## config.mk

```make
export PLATFORM = sky130hd
export DESIGN_NAME = largest_prime_below_top
export DESIGN_NICKNAME = d
export VERILOG_FILES = /design/src/hw/rtl/lpb_pkg.sv /design/src/hw/rtl/lpb_rem.sv /design/src/hw/rtl/lpb_seq.sv /design/src/hw/rtl/lpb_dp.sv /design/src/hw/rtl/largest_prime_below_top.sv
export SDC_FILE = /design/constraint.sdc
export NUM_CORES = 1
export LEC_CHECK = 0
export BUFFER_PORTS_ARGS = -buffer_cell sky130_fd_sc_hd__buf_2
export CAP_MARGIN = 20
export CORE_ASPECT_RATIO = 1.1
export CORE_MARGIN = 2
export CORE_UTILIZATION = 46
export DETAILED_ROUTE_END_ITERATION = 16
export PLACE_DENSITY = 0.65
export SLEW_MARGIN = 30
export SYNTH_ARGS = -nofsm -noshare
export SYNTH_HDL_FRONTEND = slang
export SYNTH_SLANG_ARGS = --single-unit
```

## constraint.sdc

```tcl
create_clock -name clk_i -period 7 [get_ports clk_i]
set_input_delay 1.4 -clock clk_i [delete_from_list [all_inputs] [get_ports clk_i]]
set_output_delay 1.4 -clock clk_i [all_outputs]
set_load 0.02 [all_outputs]
```

## src/hw/rtl/lpb_pkg.sv

```systemverilog
package lpb_pkg;

  localparam int unsigned VALUE_WIDTH_DEF = 16;
  localparam int unsigned FIRST_PRIME     = 2;
  localparam int unsigned PC_W            = 4;

  typedef enum logic [2:0] {
    OP_NOP,
    OP_ACCEPT,
    OP_INIT_DIV,
    OP_REM_START,
    OP_NEXT_DIV,
    OP_DEC_CAND,
    OP_EMIT_HIT,
    OP_EMIT_NONE
  } op_e;

  typedef enum logic [2:0] {
    C_NEVER,
    C_ALWAYS,
    C_NO_ACCEPT,
    C_NO_PRIME,
    C_SQ_GT,
    C_REM_BUSY,
    C_REM_ZERO,
    C_OUT_FULL
  } cond_e;

  typedef struct packed {
    op_e              op;
    cond_e            cond;
    logic [PC_W-1:0]  target;
  } ctrl_t;

  typedef struct packed {
    logic in_accept;
    logic no_prime;
    logic sq_gt;
    logic rem_busy;
    logic rem_zero;
    logic out_full;
  } status_t;

  function automatic ctrl_t uword(op_e o, cond_e c, int unsigned t);
    ctrl_t w;
    w.op     = o;
    w.cond   = c;
    w.target = PC_W'(t);
    return w;
  endfunction

  // Control store. A taken condition jumps to target, otherwise the next step.
  function automatic ctrl_t ucode(logic [PC_W-1:0] pc);
    ctrl_t w;
    case (pc)
      PC_W'(0):  w = uword(OP_ACCEPT,    C_NO_ACCEPT, 0);
      PC_W'(1):  w = uword(OP_NOP,       C_NO_PRIME,  11);
      PC_W'(2):  w = uword(OP_INIT_DIV,  C_NEVER,     0);
      PC_W'(3):  w = uword(OP_NOP,       C_SQ_GT,     9);
      PC_W'(4):  w = uword(OP_REM_START, C_NEVER,     0);
      PC_W'(5):  w = uword(OP_NOP,       C_REM_BUSY,  5);
      PC_W'(6):  w = uword(OP_NOP,       C_REM_ZERO,  8);
      PC_W'(7):  w = uword(OP_NEXT_DIV,  C_ALWAYS,    3);
      PC_W'(8):  w = uword(OP_DEC_CAND,  C_ALWAYS,    2);
      PC_W'(9):  w = uword(OP_EMIT_HIT,  C_OUT_FULL,  9);
      PC_W'(10): w = uword(OP_NOP,       C_ALWAYS,    0);
      PC_W'(11): w = uword(OP_EMIT_NONE, C_OUT_FULL,  11);
      PC_W'(12): w = uword(OP_NOP,       C_ALWAYS,    0);
      default:   w = uword(OP_NOP,       C_ALWAYS,    0);
    endcase
    return w;
  endfunction

endpackage

```

## src/hw/rtl/lpb_rem.sv

```systemverilog
// Restoring remainder, one quotient bit per cycle.
module lpb_rem #(
  parameter int unsigned VALUE_WIDTH = lpb_pkg::VALUE_WIDTH_DEF
) (
  input  logic                   clk_i,
  input  logic                   rst_ni,
  input  logic                   start_i,
  input  logic [VALUE_WIDTH-1:0] dividend_i,
  input  logic [VALUE_WIDTH-1:0] divisor_i,
  output logic                   busy_o,
  output logic [VALUE_WIDTH-1:0] rem_o
);

  localparam int unsigned CW = $clog2(VALUE_WIDTH + 1);

  logic                   busy_q, busy_d;
  logic [CW-1:0]          cnt_q, cnt_d;
  logic [VALUE_WIDTH-1:0] rem_q, rem_d;
  logic [VALUE_WIDTH-1:0] dvd_q, dvd_d;
  logic [VALUE_WIDTH:0]   trial;
  logic [VALUE_WIDTH:0]   diff;

  assign trial = {rem_q, dvd_q[VALUE_WIDTH-1]};
  assign diff  = trial - {1'b0, divisor_i};

  always_comb begin
    busy_d = busy_q;
    cnt_d  = cnt_q;
    rem_d  = rem_q;
    dvd_d  = dvd_q;
    if (start_i) begin
      busy_d = 1'b1;
      cnt_d  = CW'(VALUE_WIDTH);
      rem_d  = '0;
      dvd_d  = dividend_i;
    end else if (busy_q) begin
      rem_d = (trial >= {1'b0, divisor_i}) ? diff[VALUE_WIDTH-1:0] : trial[VALUE_WIDTH-1:0];
      dvd_d = {dvd_q[VALUE_WIDTH-2:0], 1'b0};
      cnt_d = cnt_q - CW'(1);
      if (cnt_q == CW'(1)) begin
        busy_d = 1'b0;
      end
    end
  end

  always_ff @(posedge clk_i or negedge rst_ni) begin
    if (!rst_ni) begin
      busy_q <= 1'b0;
      cnt_q  <= '0;
    end else begin
      busy_q <= busy_d;
      cnt_q  <= cnt_d;
    end
  end

  always_ff @(posedge clk_i) begin
    rem_q <= rem_d;
    dvd_q <= dvd_d;
  end

  assign busy_o = busy_q;
  assign rem_o  = rem_q;

endmodule

```

## src/hw/rtl/lpb_seq.sv

```systemverilog
// Step counter over the control store, with conditional jumps.
module lpb_seq (
  input  logic              clk_i,
  input  logic              rst_ni,
  input  lpb_pkg::status_t  status_i,
  output lpb_pkg::op_e      op_o
);

  logic [lpb_pkg::PC_W-1:0] pc_q, pc_d;
  lpb_pkg::ctrl_t           cw;
  logic                     taken;

  assign cw = lpb_pkg::ucode(pc_q);

  always_comb begin
    case (cw.cond)
      lpb_pkg::C_NEVER:     taken = 1'b0;
      lpb_pkg::C_ALWAYS:    taken = 1'b1;
      lpb_pkg::C_NO_ACCEPT: taken = !status_i.in_accept;
      lpb_pkg::C_NO_PRIME:  taken = status_i.no_prime;
      lpb_pkg::C_SQ_GT:     taken = status_i.sq_gt;
      lpb_pkg::C_REM_BUSY:  taken = status_i.rem_busy;
      lpb_pkg::C_REM_ZERO:  taken = status_i.rem_zero;
      lpb_pkg::C_OUT_FULL:  taken = status_i.out_full;
      default:              taken = 1'b1;
    endcase
    pc_d = taken ? cw.target : pc_q + lpb_pkg::PC_W'(1);
  end

  always_ff @(posedge clk_i or negedge rst_ni) begin
    if (!rst_ni) begin
      pc_q <= '0;
    end else begin
      pc_q <= pc_d;
    end
  end

  assign op_o = cw.op;

endmodule

```

## src/hw/rtl/lpb_dp.sv

```systemverilog
// Candidate, divisor and divisor-square registers plus the result register.
module lpb_dp #(
  parameter int unsigned VALUE_WIDTH = lpb_pkg::VALUE_WIDTH_DEF
) (
  input  logic                   clk_i,
  input  logic                   rst_ni,
  input  lpb_pkg::op_e           op_i,
  input  logic                   in_valid_i,
  output logic                   in_ready_o,
  input  logic [VALUE_WIDTH-1:0] upper_limit_i,
  output logic                   out_valid_o,
  input  logic                   out_ready_i,
  output logic [VALUE_WIDTH-1:0] prime_value_o,
  output logic                   found_o,
  output logic [VALUE_WIDTH-1:0] cand_o,
  output logic [VALUE_WIDTH-1:0] div_o,
  output logic                   rem_start_o,
  input  logic                   rem_busy_i,
  input  logic [VALUE_WIDTH-1:0] rem_i,
  output lpb_pkg::status_t       status_o
);

  localparam int unsigned SW = VALUE_WIDTH + 2;

  logic [VALUE_WIDTH-1:0] cand_q, cand_d;
  logic [VALUE_WIDTH-1:0] div_q, div_d;
  logic [SW-1:0]          sq_q, sq_d;
  logic                   no_prime_q, no_prime_d;
  logic                   out_valid_q, out_valid_d;
  logic [VALUE_WIDTH-1:0] prime_q, prime_d;
  logic                   found_q, found_d;
  logic                   accept;

  assign in_ready_o  = (op_i == lpb_pkg::OP_ACCEPT);
  assign accept      = in_ready_o && in_valid_i;
  assign rem_start_o = (op_i == lpb_pkg::OP_REM_START);

  always_comb begin
    cand_d      = cand_q;
    div_d       = div_q;
    sq_d        = sq_q;
    no_prime_d  = no_prime_q;
    out_valid_d = out_valid_q && !out_ready_i;
    prime_d     = prime_q;
    found_d     = found_q;
    case (op_i)
      lpb_pkg::OP_ACCEPT: begin
        if (accept) begin
          cand_d     = upper_limit_i - VALUE_WIDTH'(1);
          no_prime_d = (upper_limit_i <= VALUE_WIDTH'(lpb_pkg::FIRST_PRIME));
        end
      end
      lpb_pkg::OP_INIT_DIV: begin
        div_d = VALUE_WIDTH'(lpb_pkg::FIRST_PRIME);
        sq_d  = SW'(lpb_pkg::FIRST_PRIME * lpb_pkg::FIRST_PRIME);
      end
      lpb_pkg::OP_NEXT_DIV: begin
        // (d+1)^2 = d^2 + 2d + 1
        div_d = div_q + VALUE_WIDTH'(1);
        sq_d  = sq_q + ({2'b00, div_q} << 1) + SW'(1);
      end
      lpb_pkg::OP_DEC_CAND: begin
        cand_d = cand_q - VALUE_WIDTH'(1);
      end
      lpb_pkg::OP_EMIT_HIT: begin
        if (!out_valid_q) begin
          out_valid_d = 1'b1;
          prime_d     = cand_q;
          found_d     = 1'b1;
        end
      end
      lpb_pkg::OP_EMIT_NONE: begin
        if (!out_valid_q) begin
          out_valid_d = 1'b1;
          prime_d     = '0;
          found_d     = 1'b0;
        end
      end
      default: begin
      end
    endcase
  end

  always_ff @(posedge clk_i or negedge rst_ni) begin
    if (!rst_ni) begin
      out_valid_q <= 1'b0;
      no_prime_q  <= 1'b0;
    end else begin
      out_valid_q <= out_valid_d;
      no_prime_q  <= no_prime_d;
    end
  end

  always_ff @(posedge clk_i) begin
    cand_q  <= cand_d;
    div_q   <= div_d;
    sq_q    <= sq_d;
    prime_q <= prime_d;
    found_q <= found_d;
  end

  assign status_o.in_accept = accept;
  assign status_o.no_prime  = no_prime_q;
  assign status_o.sq_gt     = sq_q > {2'b00, cand_q};
  assign status_o.rem_busy  = rem_busy_i;
  assign status_o.rem_zero  = (rem_i == '0);
  assign status_o.out_full  = out_valid_q;

  assign out_valid_o   = out_valid_q;
  assign prime_value_o = prime_q;
  assign found_o       = found_q;
  assign cand_o        = cand_q;
  assign div_o         = div_q;

endmodule

```

## src/hw/rtl/largest_prime_below_top.sv

```systemverilog
// Channel  Handshake           Payload
// in       in_valid_i/ready_o  upper_limit_i
// out      out_valid_o/ready_i prime_value_o, found_o
//
// One query at a time. Each divisor test is done by the bit-serial remainder unit;
// a query tests its candidates in turn, then makes a last bound check and gives the result.
// A limit of 2 or less raises out_valid_o after the accept, with found_o low.
// Reset (rst_ni low) returns the step counter to the accept step and empties the output.
// The next query is taken while a result waits; a stalled result holds the last step.
module largest_prime_below_top #(
  parameter int unsigned VALUE_WIDTH = lpb_pkg::VALUE_WIDTH_DEF
) (
  input  logic                   clk_i,
  input  logic                   rst_ni,
  input  logic                   in_valid_i,
  output logic                   in_ready_o,
  input  logic [VALUE_WIDTH-1:0] upper_limit_i,
  output logic                   out_valid_o,
  input  logic                   out_ready_i,
  output logic [VALUE_WIDTH-1:0] prime_value_o,
  output logic                   found_o
);

  lpb_pkg::op_e           op;
  lpb_pkg::status_t       status;
  logic [VALUE_WIDTH-1:0] cand;
  logic [VALUE_WIDTH-1:0] div;
  logic                   rem_start;
  logic                   rem_busy;
  logic [VALUE_WIDTH-1:0] rem;

  lpb_seq u_seq (
    .clk_i    (clk_i),
    .rst_ni   (rst_ni),
    .status_i (status),
    .op_o     (op)
  );

  lpb_dp #(
    .VALUE_WIDTH (VALUE_WIDTH)
  ) u_dp (
    .clk_i         (clk_i),
    .rst_ni        (rst_ni),
    .op_i          (op),
    .in_valid_i    (in_valid_i),
    .in_ready_o    (in_ready_o),
    .upper_limit_i (upper_limit_i),
    .out_valid_o   (out_valid_o),
    .out_ready_i   (out_ready_i),
    .prime_value_o (prime_value_o),
    .found_o       (found_o),
    .cand_o        (cand),
    .div_o         (div),
    .rem_start_o   (rem_start),
    .rem_busy_i    (rem_busy),
    .rem_i         (rem),
    .status_o      (status)
  );

  lpb_rem #(
    .VALUE_WIDTH (VALUE_WIDTH)
  ) u_rem (
    .clk_i      (clk_i),
    .rst_ni     (rst_ni),
    .start_i    (rem_start),
    .dividend_i (cand),
    .divisor_i  (div),
    .busy_o     (rem_busy),
    .rem_o      (rem)
  );

`ifndef ASSERT_OFF
  a_ready_not_busy: assert property (@(posedge clk_i) disable iff (!rst_ni)
    in_ready_o |-> !rem_busy)
    else $error("input taken while remainder unit busy");

  a_rem_started: assert property (@(posedge clk_i) disable iff (!rst_ni)
    $rose(rem_busy) |-> $past(op == lpb_pkg::OP_REM_START))
    else $error("remainder unit started outside its step");

  a_hit_value: assert property (@(posedge clk_i) disable iff (!rst_ni)
    (out_valid_o && found_o) |-> (prime_value_o >= VALUE_WIDTH'(lpb_pkg::FIRST_PRIME)))
    else $error("found result below first prime");

  a_miss_value: assert property (@(posedge clk_i) disable iff (!rst_ni)
    (out_valid_o && !found_o) |-> (prime_value_o == '0))
    else $error("miss result not zero");
`endif

endmodule
```

==> key figures <==
Routing
  – WL met2: approximately 8800 µm
  – Routed wire length per instance: between 15 and 20 µm
  – # DRC: 0
  – Metal3 WL: approximately 710 µm
  – Iter 0 DRT Violations: 455
  – Vias/cell: around 6
  – M1 WL: 7952 µm
  – Initial DRT Pass Iterations: 5
  – Max layer used: met4
  – Antenna-violating nets left: 0
  – Routed via count: 5902
  – Final wirelength: between 15000 and 20000 µm

Timing
  – Max Freq: 259.7 MHz
  – Slew Viols, Final: 0
  – Sum Neg Setup Slack: 0 ns
  – Setup violators final: 0
  – RSZ-0062 raised after global routing: no
  – Final critical-path share of the clock period: between 50% and 60%
  – Clock Skew: 0.008490 ns
  – Slew headroom: ~41%
  – Fin. Hold Viols: 0
  – Slew @ Worst Pin: just under 0.9 ns
  – Crit path time final: about 3.9 ns

Worst hold path
  – Worst Hold Depth: 2
  – Worst min path class: reg -> reg

Worst setup path
  – WS Path Type: reg -> reg
  – CP peak stage delay: 0.56 ns
  – CP Launch Type: register
  – FF-to-FF path depth: 12
  – Req. time, crit path: roughly 7 ns
  – CP max-delay cell: dfrtp_1
  – Crit-path cells: inv_1, ha_1, nor2_1, mux2i_1, nor2_2, buf_4, mux2i_1, ha_1, o21ai_1, nor3_1, xnor2_1, mux2i_1
  – CP max FO: 30
  – WP data arrival: just under 4 ns
  – CP Capture Type: register
  – Cell mode on critical path: mux2i_1

Logic synthesis
  – Mapped Nets: 856
  – Top FF cell, synth: edfxtp_1
  – XOR/XNOR Fraction of Synth Area: under 10%
  – Flops & latches, synth: ~110
  – Count leader, synth: edfxtp_1
  – Synth async-reset ratio: between 10 and 15%
  – Commonest cells post-synth: edfxtp_1, nor2_1, nand2_1
  – Post-Synthesis Cells: about 800
  – Mux contribution to synthesized area: 4.239%
  – Post-Syn Area per Cell: roughly 9.6 µm²
  – Simple-gate share of the synthesized area: a little under a fifth
  – Synth Area in Adders: 10.09%
  – Synth Area in Compound Gates: 14.85%
  – Seq/Total Area, Yosys: a little over two fifths
  – Netlist cell types: between 70 and 80
  – Top post-synthesis cells by area: edfxtp_1, ha_1, xnor2_1, dfxtp_1, dfrtp_1
  – Synth Warn #: 0
  – Largest family of logic cells by synthesized area: simple AND/OR/NAND/NOR gates
  – Cell taking the most area after synthesis: edfxtp_1
  – Area share of the largest cell type after synthesis: 33.38%
  – Synthesized cell area: approximately 7500 µm²
  – Number of synthesized flops with an enable pin: 83

Layout
  – Fillers: between 1000 and 1500
  – Antenna cells: 0
  – Multi-input gate area: 4074 µm²
  – Layout cell share with drive strength beyond 1: approximately a tenth
  – FF+latch area: just over 3000 µm²
  – Area growth syn-to-layout: 9.417%
  – Final Core Density: between 50% and 60%
  – Final nets: approximately 890

Clock network
  – Clock Path Buffers: 2
  – Reg clk slew, reported paths: roughly 0.080 ns
  – H-tree depth: 3
  – Post-CTS Setup Inserts: 0
  – CTS buffer count: 9
  – Worst skew pair latency: roughly 0.36 ns
  – Hold_buf cts: 0
  – CTS tree: yes
  – Clk sink count: 111
  – CTS root buf: clkbuf_16
  – Post-CTS sizing: 0

Global route
  – Initial antenna violation count: 0
  – First-pass GRT wire length: a little under 30000 µm
  – Gr usage total: 21.14%
  – Vias in the first global route: 5697
  – Largest net degree at the start of global routing: between 50 and 60
  – Final global-route overflow total: 0

Die
  – IO Pins: 39
  – Die H: around 140 µm
  – Die width: between 100 and 150 µm
  – # rows: 48
  – Initial Utilization: a little under half
  – CORE AREA: about 16000 µm²
  – Die area: 17270 µm²

Place
  – Input/output buffers: 38
  – Dpl hpwl: 12890 µm
  – Routability cong.: 0.8529

Flow run
  – MaxCap Viol Count: 0

Status
  – Status: completed
==> cells by family after synthesis <==
| logic type | after synthesis |
|---|---|
| AOI/OAI and AO/OA | 171 |
| xor gates and xnor gates | 59 |
| adders and majority gates | 59 |
| buffers and inverters | 73 |
| DFF | 111 |
| muxes | 30 |
| and+or+nand+nor | 274 |
==> through the flow <==
step                      cell area [µm²]  std cells  setup slack, ns  hold WS, ns
after floorplan                      7467        777            3.696       0.4502
after CTS                            8163       1013            3.201       0.5203
after global placement               7843        996            3.402       0.4902
final                                8170       1013            3.149       0.5177
after global routing                 8170       1013            2.772       0.5352
after detailed placement             7856        997            3.225       0.5009
==> layout make-up <==
class | count | share of cell area (%)
clock buffer | 10 | 2.925
clock inverter | 6 | 0.8270
inverter | 48 | 2.205
multi-input combinational | 593 | 49.86
sequential | 111 | 38.10
tap | 200 | 3.063
timing repair buffer | 45 | 3.017
==> cells in the final DEF, fill, tap and decap left out, types with 4 or more instances in the layout <==
cell / n
a211oi_1: 10
a21o_1: 8
a21oi_1: 36
buf_2: 38
buf_4: 6
clkbuf_16: 9
dfrtp_1: 12
dfxtp_1: 16
edfxtp_1: 83
ha_1: 57
inv_1: 48
mux2i_1: 26
nand2_1: 60
nand2b_1: 7
nand3_1: 24
nand3b_1: 5
nand4_1: 11
nor2_1: 77
nor2_2: 4
nor2b_1: 14
nor3_1: 28
nor3b_1: 5
nor4_1: 12
nor4b_1: 4
o21a_1: 10
o21ai_0: 54
o21bai_1: 4
o31a_1: 5
o31ai_1: 5
or3_1: 10
xnor2_1: 38
xor2_1: 21
==> flip-flops by register name (all words and copies together), names as in the netlist, 4 cells and up <==
signal	cells
u_rem.dvd_q	16
u_dp.cand_o	16
u_dp.sq_q	18
u_dp.div_o	16
u_dp.prime_value_o	16
u_seq.pc_q	4
u_rem.cnt_q	5
u_rem.rem_o	16
==> final timing paths <==
| path | from | end | slack, ns |
|---|---|---|---|
| max | u_seq.pc_q[0] | u_dp.cand_o[12] | 3.15 |
| min | u_dp.no_prime_q | u_dp.no_prime_q | 0.52 |
| max reg2reg | u_seq.pc_q[0] | u_dp.cand_o[12] | 3.15 |
| min reg2reg | u_dp.no_prime_q | u_dp.no_prime_q | 0.52 |
| max in group asynchronous | rst_ni | u_rem.cnt_q[0] | 5.88 |
| min in group asynchronous | rst_ni | u_seq.pc_q[2] | 0.90 |
==> per-layer routing <==
layer	GRT usage (%)	vias to the layer above
li1	-	2900
met1	27.77	2856
met2	36.73	132
met3	3.767	14
met4	4.630	0
met5	0	-
==> critical path: cells and delay by family (launching register included) <==
| family | cells | cell delay, ns |
|---|---|---|
| xor gates and xnor gates | 1 | 0.14 |
| and+or+nand+nor | 3 | 0.72 |
| DFF | 1 | 0.56 |
| adders and majority gates | 2 | 0.72 |
| buffers and inverters | 2 | 0.50 |
| AOI/OAI and AO/OA | 1 | 0.27 |
| muxes | 3 | 0.68 |
Power is left out: the tool's default activity adds up to more than one toggle a clock period on the data nets, which glitch-free logic cannot reach.
